$ cat config.mk
export PLATFORM = sky130hd
export DESIGN_NAME = debounced_pulse_counter_flat
export DESIGN_NICKNAME = d
export VERILOG_FILES = /design/src/rtl/dpc_pkg.sv /design/src/rtl/dpc_if.sv /design/src/rtl/dpc_cfg_regs.sv /design/src/rtl/dpc_channel.sv /design/src/rtl/dpc_scale.sv /design/src/rtl/debounced_pulse_counter.sv /design/src/flat_wrapper.sv
export SDC_FILE = /design/constraint.sdc
export NUM_CORES = 2
export LEC_CHECK = 0
export BUFFER_PORTS_ARGS = -buffer_cell sky130_fd_sc_hd__buf_2
export CORE_MARGIN = 8
export CORE_UTILIZATION = 60
export CTS_CLUSTER_SIZE = 40
export DETAILED_ROUTE_END_ITERATION = 12
export PLACE_DENSITY = 0.74
export SLEW_MARGIN = 20
export SYNTH_ARGS = -nofsm -noshare
export SYNTH_HDL_FRONTEND = slang
export SYNTH_SLANG_ARGS = --single-unit
$ cat constraint.sdc
create_clock -name i_clk -period 12.35 [get_ports i_clk]
set_input_delay 0.6175 -clock i_clk [delete_from_list [all_inputs] [get_ports i_clk]]
set_output_delay 0.6175 -clock i_clk [all_outputs]
set_load 0.05 [all_outputs]
$ cat src/rtl/dpc_pkg.sv
// ----------------------------------------------------------------------------
// dpc_pkg: shared types and constants of the debounced pulse counter
// Field widths, configuration register indexes, reset values and the
// structs that travel between the counter submodules.
// ----------------------------------------------------------------------------
package dpc_pkg;

    // Default parameter values
    localparam int COUNT_BITS_DEF = 32;
    localparam int TIMER_BITS_DEF = 16;

    // Field widths
    localparam int TICKS_W   = 16;
    localparam int SCALE_W   = 32;
    localparam int PCOUNT_W  = 32;
    localparam int SCALED_W  = 48;
    localparam int CFG_IDX_W = 3;
    localparam int CFG_DAT_W = 32;

    // Configuration register indexes
    localparam logic [CFG_IDX_W-1:0] REG_MIN_WIDTH  = 3'd0;
    localparam logic [CFG_IDX_W-1:0] REG_PERIOD     = 3'd1;
    localparam logic [CFG_IDX_W-1:0] REG_FAST_MODE  = 3'd2;
    localparam logic [CFG_IDX_W-1:0] REG_ENABLE     = 3'd3;
    localparam logic [CFG_IDX_W-1:0] REG_ACTIVE_LOW = 3'd4;
    localparam logic [CFG_IDX_W-1:0] REG_SCALE      = 3'd5;

    // Register reset values
    localparam logic [TICKS_W-1:0] RST_MIN_WIDTH  = 16'd10;
    localparam logic [TICKS_W-1:0] RST_PERIOD     = 16'd100;
    localparam logic               RST_FAST_MODE  = 1'b0;
    localparam logic               RST_ENABLE     = 1'b1;
    localparam logic               RST_ACTIVE_LOW = 1'b0;
    localparam logic [SCALE_W-1:0] RST_SCALE      = 32'd65536;

    // Holdoff used when the period does not exceed the width
    localparam logic [TICKS_W-1:0] HOLDOFF_FALLBACK = 16'd10;

    // Configuration register set
    typedef struct packed {
        logic [TICKS_W-1:0] min_width;
        logic [TICKS_W-1:0] period;
        logic               fast_mode;
        logic               enabled;
        logic               active_low;
        logic [SCALE_W-1:0] scale;
    } t_cfg;

    // Pipeline advance strobes for the scaling stages
    typedef struct packed {
        logic adv_mul;
        logic adv_out;
    } t_pipe_ctl;

endpackage

$ cat src/rtl/dpc_if.sv
// ----------------------------------------------------------------------------
// dpc_if: channel interfaces of the debounced pulse counter
// Tick input stream, result output stream and configuration write channel,
// each with valid/ready handshake.
// ----------------------------------------------------------------------------
interface dpc_in_if;
    logic valid;
    logic ready;
    logic pin_level;
    logic clear_count;

    modport source (output valid, output pin_level, output clear_count, input ready);
    modport sink   (input valid, input pin_level, input clear_count, output ready);
endinterface

interface dpc_out_if;
    logic                          valid;
    logic                          ready;
    logic [dpc_pkg::PCOUNT_W-1:0]  pulse_count;
    logic [dpc_pkg::SCALED_W-1:0]  scaled_count;
    logic                          pulse_counted;

    modport source (output valid, output pulse_count, output scaled_count,
                    output pulse_counted, input ready);
    modport sink   (input valid, input pulse_count, input scaled_count,
                    input pulse_counted, output ready);
endinterface

interface dpc_cfg_if;
    logic                          valid;
    logic                          ready;
    logic [dpc_pkg::CFG_IDX_W-1:0] index;
    logic [dpc_pkg::CFG_DAT_W-1:0] data;

    modport source (output valid, output index, output data, input ready);
    modport sink   (input valid, input index, input data, output ready);
endinterface

$ cat src/rtl/dpc_cfg_regs.sv
// ----------------------------------------------------------------------------
// dpc_cfg_regs: configuration register file
// Decodes write transactions on the configuration channel into the
// register set; writes to unknown indexes are accepted and dropped.
// ----------------------------------------------------------------------------
module dpc_cfg_regs (
    input  logic           i_clk,
    input  logic           i_rst_n,
    dpc_cfg_if.sink        i_cfg,
    output dpc_pkg::t_cfg  o_cfg
);

    dpc_pkg::t_cfg r_cfg;
    dpc_pkg::t_cfg n_cfg;

    // Always ready for a write
    assign i_cfg.ready = 1'b1;
    assign o_cfg       = r_cfg;

    // Decode the write
    always_comb begin
        n_cfg = r_cfg;
        if (i_cfg.valid) begin
            case (i_cfg.index)
                dpc_pkg::REG_MIN_WIDTH:  n_cfg.min_width  = i_cfg.data[dpc_pkg::TICKS_W-1:0];
                dpc_pkg::REG_PERIOD:     n_cfg.period     = i_cfg.data[dpc_pkg::TICKS_W-1:0];
                dpc_pkg::REG_FAST_MODE:  n_cfg.fast_mode  = i_cfg.data[0];
                dpc_pkg::REG_ENABLE:     n_cfg.enabled    = i_cfg.data[0];
                dpc_pkg::REG_ACTIVE_LOW: n_cfg.active_low = i_cfg.data[0];
                dpc_pkg::REG_SCALE:      n_cfg.scale      = i_cfg.data[dpc_pkg::SCALE_W-1:0];
                default:                 n_cfg            = r_cfg;
            endcase
        end
    end

    // Hold the registers
    always_ff @(posedge i_clk) begin
        if (!i_rst_n) begin
            r_cfg.min_width  <= dpc_pkg::RST_MIN_WIDTH;
            r_cfg.period     <= dpc_pkg::RST_PERIOD;
            r_cfg.fast_mode  <= dpc_pkg::RST_FAST_MODE;
            r_cfg.enabled    <= dpc_pkg::RST_ENABLE;
            r_cfg.active_low <= dpc_pkg::RST_ACTIVE_LOW;
            r_cfg.scale      <= dpc_pkg::RST_SCALE;
        end else begin
            r_cfg <= n_cfg;
        end
    end

endmodule

$ cat src/rtl/dpc_channel.sv
// ----------------------------------------------------------------------------
// dpc_channel: edge detect, width wait, holdoff and pulse count
// Updates the channel state once per accepted tick and holds the new count
// and the counted flag as the first pipeline stage.
// ----------------------------------------------------------------------------
module dpc_channel #(
    parameter int COUNT_BITS = dpc_pkg::COUNT_BITS_DEF,
    parameter int TIMER_BITS = dpc_pkg::TIMER_BITS_DEF
) (
    input  logic                  i_clk,
    input  logic                  i_rst_n,
    input  dpc_pkg::t_cfg         i_cfg,
    input  logic                  i_accept,
    input  logic                  i_pin_level,
    input  logic                  i_clear_count,
    output logic [COUNT_BITS-1:0] o_count,
    output logic                  o_counted
);

    typedef enum logic [1:0] {
        PH_ARMED,
        PH_WIDTH,
        PH_HOLD
    } t_phase;

    localparam logic [32:0] TIMER_MAX = (33'd1 << TIMER_BITS) - 33'd1;

    t_phase                r_phase,   n_phase;
    logic [TIMER_BITS-1:0] r_timer,   n_timer;
    logic [COUNT_BITS-1:0] r_count,   n_count;
    logic                  r_prev,    n_prev;
    logic                  r_counted, n_counted;

    logic                        w_act;
    logic                        w_edge;
    logic [TIMER_BITS-1:0]       w_dec;
    logic [dpc_pkg::TICKS_W-1:0] w_eff_width;
    logic [dpc_pkg::TICKS_W-1:0] w_holdoff;

    // Clamp a tick count to what the timer holds
    function automatic logic [TIMER_BITS-1:0] sat_timer(input logic [dpc_pkg::TICKS_W-1:0] v);
        logic [32:0] ext;
        ext = 33'(v);
        if (ext > TIMER_MAX) begin
            return TIMER_MAX[TIMER_BITS-1:0];
        end
        return TIMER_BITS'(v);
    endfunction

    // Active level, edge and wait lengths
    always_comb begin
        w_act       = ~i_cfg.active_low;
        w_edge      = (i_pin_level != r_prev) && (i_pin_level == w_act) && i_cfg.enabled;
        w_dec       = r_timer - TIMER_BITS'(1);
        w_eff_width = (i_cfg.min_width == '0) ? dpc_pkg::TICKS_W'(1) : i_cfg.min_width;
        w_holdoff   = (i_cfg.period > w_eff_width) ? (i_cfg.period - w_eff_width)
                                                   : dpc_pkg::HOLDOFF_FALLBACK;
    end

    // Next state for one tick
    always_comb begin
        n_count   = i_clear_count ? '0 : r_count;
        n_phase   = r_phase;
        n_timer   = r_timer;
        n_counted = 1'b0;
        n_prev    = i_pin_level;
        if (i_cfg.fast_mode) begin
            n_phase = PH_ARMED;
            n_timer = '0;
            if (w_edge) begin
                n_count   = n_count + COUNT_BITS'(1);
                n_counted = 1'b1;
            end
        end else begin
            case (r_phase)
                PH_WIDTH: begin
                    n_timer = w_dec;
                    if (w_dec == '0) begin
                        if (i_pin_level == w_act) begin
                            n_count   = n_count + COUNT_BITS'(1);
                            n_counted = 1'b1;
                            n_phase   = PH_HOLD;
                            n_timer   = sat_timer(w_holdoff);
                        end else begin
                            n_phase = PH_ARMED;
                        end
                    end
                end
                PH_HOLD: begin
                    n_timer = w_dec;
                    if (w_dec == '0) begin
                        n_phase = PH_ARMED;
                    end
                end
                default: begin
                    n_phase = PH_ARMED;
                    if (w_edge) begin
                        n_phase = PH_WIDTH;
                        n_timer = sat_timer(w_eff_width);
                    end
                end
            endcase
        end
    end

    // Advance state on each accepted tick
    always_ff @(posedge i_clk) begin
        if (!i_rst_n) begin
            r_phase   <= PH_ARMED;
            r_timer   <= '0;
            r_count   <= '0;
            r_prev    <= 1'b0;
            r_counted <= 1'b0;
        end else if (i_accept) begin
            r_phase   <= n_phase;
            r_timer   <= n_timer;
            r_count   <= n_count;
            r_prev    <= n_prev;
            r_counted <= n_counted;
        end
    end

    assign o_count   = r_count;
    assign o_counted = r_counted;

endmodule

$ cat src/rtl/dpc_scale.sv
// ----------------------------------------------------------------------------
// dpc_scale: Q16.16 scaling of the pulse count
// Splits the count at bit 16, forms both partial products in one stage and
// adds them into the result register in the next.
// ----------------------------------------------------------------------------
module dpc_scale #(
    parameter int COUNT_BITS = dpc_pkg::COUNT_BITS_DEF
) (
    input  logic                          i_clk,
    input  dpc_pkg::t_pipe_ctl            i_ctl,
    input  logic [dpc_pkg::SCALE_W-1:0]   i_scale,
    input  logic [COUNT_BITS-1:0]         i_count,
    input  logic                          i_counted,
    output logic [dpc_pkg::PCOUNT_W-1:0]  o_pulse_count,
    output logic [dpc_pkg::SCALED_W-1:0]  o_scaled_count,
    output logic                          o_pulse_counted
);

    localparam int W = dpc_pkg::SCALED_W;

    logic [W-1:0]  w_ext;
    logic [31:0]   w_hi;
    logic [15:0]   w_lo;
    logic [W-1:0]  w_hi_prod;
    logic [W-1:0]  w_lo_prod;

    logic [W-1:0]                 r_hi_prod;
    logic [31:0]                  r_lo_part;
    logic [dpc_pkg::PCOUNT_W-1:0] r_mul_count;
    logic                         r_mul_counted;

    logic [dpc_pkg::PCOUNT_W-1:0] r_out_count;
    logic [W-1:0]                 r_out_scaled;
    logic                         r_out_counted;

    // Partial products of the split count
    always_comb begin
        w_ext     = W'(i_count);
        w_hi      = w_ext[W-1:16];
        w_lo      = w_ext[15:0];
        w_hi_prod = W'(w_hi) * W'(i_scale);
        w_lo_prod = W'(w_lo) * W'(i_scale);
    end

    // Multiply stage
    always_ff @(posedge i_clk) begin
        if (i_ctl.adv_mul) begin
            r_hi_prod     <= w_hi_prod;
            r_lo_part     <= w_lo_prod[W-1:16];
            r_mul_count   <= w_ext[dpc_pkg::PCOUNT_W-1:0];
            r_mul_counted <= i_counted;
        end
    end

    // Sum into the result register
    always_ff @(posedge i_clk) begin
        if (i_ctl.adv_out) begin
            r_out_scaled  <= r_hi_prod + W'(r_lo_part);
            r_out_count   <= r_mul_count;
            r_out_counted <= r_mul_counted;
        end
    end

    assign o_pulse_count   = r_out_count;
    assign o_scaled_count  = r_out_scaled;
    assign o_pulse_counted = r_out_counted;

endmodule

$ cat src/rtl/debounced_pulse_counter.sv
// ----------------------------------------------------------------------------
// debounced_pulse_counter: pulse counter channel with width debounce
// One tick per input transaction; one result transaction per tick.
// ----------------------------------------------------------------------------
// The block takes one tick transaction every clock cycle while the output
// is not stalled, and returns one result for each tick. The channel state
// (edge detect, width wait, holdoff, count) is updated in a single pass as
// each tick is accepted; the Q16.16 scaling of the count runs behind it as a
// multiply stage and an add stage that feed the output register. Stalls on
// the output propagate back stage by stage, and any empty stage lets a new
// tick in. Configuration writes are taken every cycle and must only be
// issued while no tick is in flight.
module debounced_pulse_counter #(
    parameter int COUNT_BITS = dpc_pkg::COUNT_BITS_DEF,
    parameter int TIMER_BITS = dpc_pkg::TIMER_BITS_DEF
) (
    input  logic       i_clk,
    input  logic       i_rst_n,
    dpc_cfg_if.sink    i_cfg,
    dpc_in_if.sink     i_in,
    dpc_out_if.source  o_out
);

    dpc_pkg::t_cfg      w_cfg;
    dpc_pkg::t_pipe_ctl w_ctl;

    logic                  r_s1_v;
    logic                  r_s2_v;
    logic                  r_out_v;
    logic                  w_adv_s1;
    logic                  w_accept;
    logic [COUNT_BITS-1:0] w_count;
    logic                  w_counted;

    // Stage advance: a stage moves when it is empty or its successor moves
    always_comb begin
        w_ctl.adv_out = !r_out_v || o_out.ready;
        w_ctl.adv_mul = !r_s2_v || w_ctl.adv_out;
        w_adv_s1      = !r_s1_v || w_ctl.adv_mul;
        w_accept      = i_in.valid && w_adv_s1;
    end

    assign i_in.ready  = w_adv_s1;
    assign o_out.valid = r_out_v;

    // Track stage occupancy
    always_ff @(posedge i_clk) begin
        if (!i_rst_n) begin
            r_s1_v  <= 1'b0;
            r_s2_v  <= 1'b0;
            r_out_v <= 1'b0;
        end else begin
            if (w_adv_s1) begin
                r_s1_v <= i_in.valid;
            end
            if (w_ctl.adv_mul) begin
                r_s2_v <= r_s1_v;
            end
            if (w_ctl.adv_out) begin
                r_out_v <= r_s2_v;
            end
        end
    end

    dpc_cfg_regs u_cfg (
        .i_clk   (i_clk),
        .i_rst_n (i_rst_n),
        .i_cfg   (i_cfg),
        .o_cfg   (w_cfg)
    );

    dpc_channel #(
        .COUNT_BITS (COUNT_BITS),
        .TIMER_BITS (TIMER_BITS)
    ) u_channel (
        .i_clk         (i_clk),
        .i_rst_n       (i_rst_n),
        .i_cfg         (w_cfg),
        .i_accept      (w_accept),
        .i_pin_level   (i_in.pin_level),
        .i_clear_count (i_in.clear_count),
        .o_count       (w_count),
        .o_counted     (w_counted)
    );

    dpc_scale #(
        .COUNT_BITS (COUNT_BITS)
    ) u_scale (
        .i_clk           (i_clk),
        .i_ctl           (w_ctl),
        .i_scale         (w_cfg.scale),
        .i_count         (w_count),
        .i_counted       (w_counted),
        .o_pulse_count   (o_out.pulse_count),
        .o_scaled_count  (o_out.scaled_count),
        .o_pulse_counted (o_out.pulse_counted)
    );

endmodule

$ cat src/flat_wrapper.sv
// flat-port wrapper written by rule: the top's interface ports become plain ports
module debounced_pulse_counter_flat 
#(
    parameter int COUNT_BITS = dpc_pkg::COUNT_BITS_DEF,
    parameter int TIMER_BITS = dpc_pkg::TIMER_BITS_DEF
)
  (i_clk, i_rst_n, i_cfg_valid, i_cfg_index, i_cfg_data, i_cfg_ready, i_in_valid, i_in_pin_level, i_in_clear_count, i_in_ready, o_out_valid, o_out_pulse_count, o_out_scaled_count, o_out_pulse_counted, o_out_ready);
  dpc_cfg_if i_cfg_i ();
  dpc_in_if i_in_i ();
  dpc_out_if o_out_i ();
  input  logic i_clk;
  input  logic i_rst_n;
  input wire logic [$bits(i_cfg_i.valid)-1:0] i_cfg_valid;
  input wire logic [$bits(i_cfg_i.index)-1:0] i_cfg_index;
  input wire logic [$bits(i_cfg_i.data)-1:0] i_cfg_data;
  output wire logic [$bits(i_cfg_i.ready)-1:0] i_cfg_ready;
  input wire logic [$bits(i_in_i.valid)-1:0] i_in_valid;
  input wire logic [$bits(i_in_i.pin_level)-1:0] i_in_pin_level;
  input wire logic [$bits(i_in_i.clear_count)-1:0] i_in_clear_count;
  output wire logic [$bits(i_in_i.ready)-1:0] i_in_ready;
  output wire logic [$bits(o_out_i.valid)-1:0] o_out_valid;
  output wire logic [$bits(o_out_i.pulse_count)-1:0] o_out_pulse_count;
  output wire logic [$bits(o_out_i.scaled_count)-1:0] o_out_scaled_count;
  output wire logic [$bits(o_out_i.pulse_counted)-1:0] o_out_pulse_counted;
  input wire logic [$bits(o_out_i.ready)-1:0] o_out_ready;
  assign i_cfg_i.valid = i_cfg_valid;
  assign i_cfg_i.index = i_cfg_index;
  assign i_cfg_i.data = i_cfg_data;
  assign i_cfg_ready = i_cfg_i.ready;
  assign i_in_i.valid = i_in_valid;
  assign i_in_i.pin_level = i_in_pin_level;
  assign i_in_i.clear_count = i_in_clear_count;
  assign i_in_ready = i_in_i.ready;
  assign o_out_valid = o_out_i.valid;
  assign o_out_pulse_count = o_out_i.pulse_count;
  assign o_out_scaled_count = o_out_i.scaled_count;
  assign o_out_pulse_counted = o_out_i.pulse_counted;
  assign o_out_i.ready = o_out_ready;
  debounced_pulse_counter #(.COUNT_BITS(COUNT_BITS), .TIMER_BITS(TIMER_BITS)) u_core (.i_clk(i_clk), .i_rst_n(i_rst_n), .i_cfg(i_cfg_i), .i_in(i_in_i), .o_out(o_out_i));
endmodule
# [Word level (Yosys, flattened, before mapping)]
# Cells that the tools add are included.
[totals] wordCells=85 in_bits=42 reg_bits=316 output_inout_bits=84
[op_classes] muxes=24 n_lt_le_gt_ge=1 n_addsub=4 n_bitwise=1 n_reduce_logical=21 mul=2 eq_ne=11
[ops] cell="$mux 32" count=6
[ops] cell="$mul 16x32->48" count=2
[ops] cell="$mux 16" count=6
[ops] cell="$add 48x32->48" count=1
[ops] cell="$add 32x1->32 const B" count=1
[ops] cell="$logic_not 16->1" count=2
[ops] cell="$pmux 16 s2" count=1
[ops] cell="$gt 16x16->1" count=1
[ops] cell="$sub 16x1->16 const B" count=1
[ops] cell="$sub 16x16->16" count=1
[ops] cell="$reduce_and 2->1" count=7
[ops] cell="$mux 2" count=4
[ops] cell="$eq 3x2->1 const B" count=2
[ops] cell="$eq 3x3->1 const B" count=2
[ops] cell="$mux 1" count=6
[ops] cell="$ne 3x2->1 const B" count=2
[ops] cell="$pmux 2 s2" count=1
[ops] cell="$reduce_bool 4->1" count=1
[ops] cell="$eq 3x1->1 const B" count=1
[ops] cell="$logic_and 1x1->1" count=3
[ops] cell="$logic_not 1->1" count=3
[ops] cell="$logic_not 3->1" count=1
[ops] cell="$logic_or 1x1->1" count=3
[ops] cell="$reduce_and 3->1" count=1
[ops] cell="5 further kinds" count=5

# [Logic depth before layout (Yosys ltp)]
[depth] ltp_word=8 ltp_mapped=26 ltp_nobuf=23

# [Cells and area by module]
# From an unflattened synthesis, not the netlist that was laid out.
[unflattened] cells_unflattened=5011 hier_area_um2=46759.8
[by_module_without_submodules] module="dpc_scale" cells_each=4157 seq_area_each_um2=5825.6 area_each_um2=39616.7 n_inst=1
[by_module_without_submodules] module="dpc_channel" cells_each=571 seq_area_each_um2=1041.0 area_each_um2=4375.4 n_inst=1
[by_module_without_submodules] module="dpc_cfg_regs" cells_each=270 seq_area_each_um2=1341.3 area_each_um2=2645.0 n_inst=1
[by_module_without_submodules] module="debounced_pulse_counter" cells_each=13 seq_area_each_um2=60.1 area_each_um2=122.6 n_inst=1

# [Worst setup path before layout]
# OpenSTA, ideal clock, no wires.
[synth_timing] path_kind="register to register" start="register u_core.u_channel.r_count[17], in the netlist u_core.u_channel.o_count[17]" end="register u_core.u_scale.r_hi_prod[45], data pin" path_stages_with_launch=25 period_less_slack_ns=6.916 required_ns=12.092 setup_ns=0.258 t_arrival_ns=6.658 setup_slack_ns=5.434 n_path_buf=2 cell_sequence="dfxtp_1 > clkbuf_1 > clkbuf_1 > nand2_1 > fa_1 > inv_1 > fa_1 > inv_1 > fa_1 > inv_1 > fa_1 > fa_1 > inv_1 > fa_1 > inv_1 > ha_1 > a21oi_1 > o21ai_0 > or4_1 > a211oi_1 > o31ai_1 > or4b_1 > a31o_2 > a21oi_1 > xnor2_1"
[synth_via] elab_chain_len=1
[synth_rtl] item="start, declared" line_no="dpc_channel.sv:30" text="logic [COUNT_BITS-1:0] r_count, n_count;"
[synth_rtl] item="start signal, assigned" line_no="dpc_channel.sv:117" text="r_count <= n_count;"
[synth_rtl] item="$mul 16x32->48" line_no="dpc_scale.sv:41" text="w_hi_prod = W'(w_hi) * W'(i_scale);"
[synth_rtl] item="named net u_core.u_scale.w_hi_prod[45]" line_no="dpc_scale.sv:24" text="logic [W-1:0] w_hi_prod;"
[synth_rtl] item="end signal, assigned" line_no="dpc_scale.sv:48" text="r_hi_prod <= w_hi_prod;"
[synth_rtl] item="end, declared" line_no="dpc_scale.sv:27" text="logic [W-1:0] r_hi_prod;"
# The timed path passes the listed nets, and every way through them passes these cells.
# A chain may end at the register's enable or synchronous reset.

# [Final worst setup path]
[layout_timing] start="register u_core.u_channel.r_count[8], in the netlist u_core.u_channel.o_count[8]" end="register u_core.u_scale.r_lo_part[28], data pin"
[layout_via] elab_chain_len=1
[layout_rtl] item="$mul 16x32->48" line_no="dpc_scale.sv:42" text="w_lo_prod = W'(w_lo) * W'(i_scale);"
[layout_rtl] item="named net u_core.u_scale.w_lo_prod[44]" line_no="dpc_scale.sv:25" text="logic [W-1:0] w_lo_prod;"
[layout_rtl] item="end signal, assigned" line_no="dpc_scale.sv:49" text="r_lo_part <= w_lo_prod[W-1:16];"
[layout_rtl] item="end, declared" line_no="dpc_scale.sv:28" text="logic [31:0] r_lo_part;"
# The timed path passes the listed nets, and every way through them passes these cells.

==> metrics <==
#FFs+latches synth 316; number of flops mapped to enable cells by yosys 194; routed wire length 124000 µm; total length of routed met2 wires 57300 µm; RD Place Congestion between 0.9 and 1; clock sink count 316; maximum number of pins on one net before global-route repair 79; clock latency on the worst-skew pair a little under 0.6 ns; maximum clock rate 0.119 GHz; placement-stage cell area 48000 µm²; crit end category register; total power after layout approximately 2.5 mW; Synth Cell Area ~47000 µm²; hpwl dp slightly above 90000 µm; sum of overflow across all layers after global routing 0; TritonCTS clock tree built; global-route wire length before repair 198000 µm; Core Box Area 77200 µm²; cells resized by post-CTS repair 0; data arrival at the endpoint of the critical path 8.72 ns; setup repair after global routing missed its margin no; Met1 Routed Length a little under 50000 µm; Clock Root Buffer clkbuf_16; pre-CTS setup slack 4.07 ns; prevailing post-synth register cell edfxtp_1; commonest cells after routing, fill and taps aside inv_1 (943), nand2_1 (838), fa_1 (837), and2_1 (433), ha_1 (290); total number of vias about 36k; DRT Pass-1 Iters 8; # setup viols final 0; post-layout instance area 49300 µm²; compound-gate portion of the synthesized area 8.50%; Area growth syn-to-layout 5.46%; Simple-Gate Fraction of Synth Area 17.2%; met3 routed WL 12400 µm; final period demand of the worst path 8.41 ns; number of global-route vias before repair between 30k and 40k; critical path class reg2reg; share of layout cells above drive strength 1 5.85%; total number of placement rows 102; max-capacitance violation count 0; final worst-path setup slack 3.94 ns; dominant combinational cell family by area after synthesis adder cells; Sum Neg Setup Slack 0 ns; overall die area 87000 µm²; proportion of register bits with asynchronous set or reset after synthesis 0%; net count reported at finish 6183; data required time of the worst path roughly 13 ns; die boundary width 295 µm; IO Pins 126; number of max-slew violations in the final report 0; Top Metal Used met5; leading cell type in the layout, fill and taps excluded inv_1; hold-fix buffers at CTS 0; final worst-path cycle share 68.1%; initial core utilization between 60% and 70%; number of filler instances in the final layout 6389; number of antenna violations at the first check in global routing 11; static leakage 23.8 nW; Avg Inst Size Synth 9.19 µm²; remaining max-slew budget at the tightest pin 24.1%; average wire per standard cell 20.3 µm; clock buffer count from CTS 38; post-CTS setup repair buffer count 0; area occupied by registers 8280 µm²; critical path fanouts, max 25; run status finished, final reports clean; critical path startpoint category register; ANT nets after route 0; post-synthesis mux area share less than 1%; via density per instance 5.85; slew at the pin closest to its max-slew limit about 1.1 ns; net count after synthesis 6253; Clock Tree Buf Depth 3; adder and majority cell fraction of the synthesized area 43.7%; Yosys warning count 0; maximum clock skew at final layout 0.0251 ns; class of the worst hold path in2reg; Hold Fails Final Rpt 0; Yosys cell types 82; area of the multi-input gates approximately 34000 µm²; DRC violations left 0; Die Span Y approximately 290 µm; number of design-rule violations left by the first detailed-router iteration 3187; Tot GR Track Use 28.7%; pwr/cell area 50.4 nW/µm²; synthesized-area fraction occupied by xor and xnor cells 2.57%; Port Buf Inserts 124; post-CTS clock slew at the launch and capture registers of the worst setup and hold paths 0.06 ns; number of instances in the synthesized netlist about 5.1k; part of the Yosys area used for sequential elements 17.7%; IR drop worst, VDD 71.8 µV; Core Util, Final 63.8%; H-Tree Depth 2
-- synthesized netlist by cell type, drive strengths merged, types with 8 or more instances --
library cell,number,area share [%]
inv,944,7.6
nand2,840,6.8
fa,837,36
and2,433,5.8
ha,290,7.8
clkbuf,286,2.3
edfxtp,194,12
dfxtp,122,5.2
a21oi,116,1.2
o21ai,102,1.1
a21boi,82,1.3
nor2,82,0.66
xnor2,78,1.5
a21o,68,1.1
nand3,67,0.72
xor2,59,1.1
nor3,48,0.51
nand4,40,0.54
o21a,32,0.51
nor2b,24,0.32
a31oi,21,0.28
a211oi,20,0.32
o21bai,19,0.31
and3,18,0.24
nor3b,17,0.27
o211ai,17,0.27
buf,16,0.19
nand2b,15,0.20
o31ai,14,0.25
and4,13,0.24
or3,12,0.17
a221oi,11,0.21
a41oi,11,0.21
mux2i,11,0.24
nor4,11,0.15
or2,11,0.15
or4,9,0.15
o2111ai,8,0.15
-- sequential cells by signal (all words and copies together) (netlist names) --
name and cells:
u_core.r_s2_v 1, u_core.u_channel.o_counted 1, u_core.u_scale.r_lo_part 32, u_core.u_scale.r_mul_counted 1, u_core.o_out.valid 1, u_core.u_scale.o_scaled_count 48
u_core.u_cfg.o_cfg 67, u_core.u_channel.o_count 32, u_core.u_scale.o_pulse_count 32, u_core.u_channel.r_prev 1, u_core.u_scale.r_hi_prod 48, u_core.u_scale.o_pulse_counted 1
u_core.u_channel.r_phase 2, u_core.u_scale.r_mul_count 32, u_core.u_channel.r_timer 16, u_core.r_s1_v 1
-- path summary, 6_finish.rpt --
kind / startpoint / end / slack [ns] / depth (start not counted)
max: u_core.u_channel.o_count[8]$_SDFFE_PN0P_ / u_core.u_scale.r_lo_part[28]$_DFFE_PP_ / 3.94 / 21
min: i_cfg_data[22] / u_core.u_cfg.o_cfg[22]$_SDFFE_PN0P_ / 0.29 / 3
max reg2reg: u_core.u_channel.o_count[8]$_SDFFE_PN0P_ / u_core.u_scale.r_lo_part[28]$_DFFE_PP_ / 3.94 / 21
min reg2reg: u_core.u_scale.r_mul_count[16]$_DFFE_PP_ / u_core.u_scale.o_pulse_count[16]$_DFFE_PP_ / 0.42 / 0
-- kinds of logic after synthesis --
family,count (synthesis)
and+or+nand+nor,1659
buffers and inverters,1247
adders and majority gates,1127
AOI/OAI and AO/OA,586
DFF,316
xor gates and xnor gates,137
muxes,11
other,1
-- power breakdown --
part | switching, mW | internal, mW
combinational | 0.143 | 0.0603
sequential | 0.0167 | 1.13
clock | 0.489 | 0.647
total | 0.649 | 1.83
-- cell type report --
type	instances	area share, %
diodes	1	0.00508
clock inverters	21	0.412
flip-flops and latches	316	16.8
inverters	945	7.20
clock buffers	47	2.10
well taps	1040	2.64
multi-input cells	3521	68.5
repair buffers	192	2.30
-- metal layers --
layer,vias to the layer above,GRT usage [%]
li1,15600,-
met1,17900,38.2
met2,1634,46.3
met3,383,5.70
met4,18,11.5
met5,-,0
-- stage by stage --
stage                     cells  hold WS [ns]
after floorplan            5084         0.400
after global placement     6014         0.401
after detailed placement   6014         0.405
after CTS                  6082         0.261
after global routing       6082         0.296
final                      6083         0.287
-- critical path: stages (launching register included) --
cell	delay, ns
dfxtp_1	0.99
buf_4	0.42
nand2_1	0.13
fa_1	0.54
inv_1	0.05
fa_1	0.48
fa_1	0.56
fa_1	0.43
fa_1	0.49
inv_1	0.05
fa_1	0.47
inv_1	0.04
ha_1	0.33
a21o_1	0.22
a211oi_1	0.41
o221ai_1	0.32
o21ai_0	0.84
nand3_1	0.24
a32oi_1	0.38
o31ai_1	0.22
o311ai_0	0.40
xnor2_1	0.14
Power figures use the tool's default switching activity.
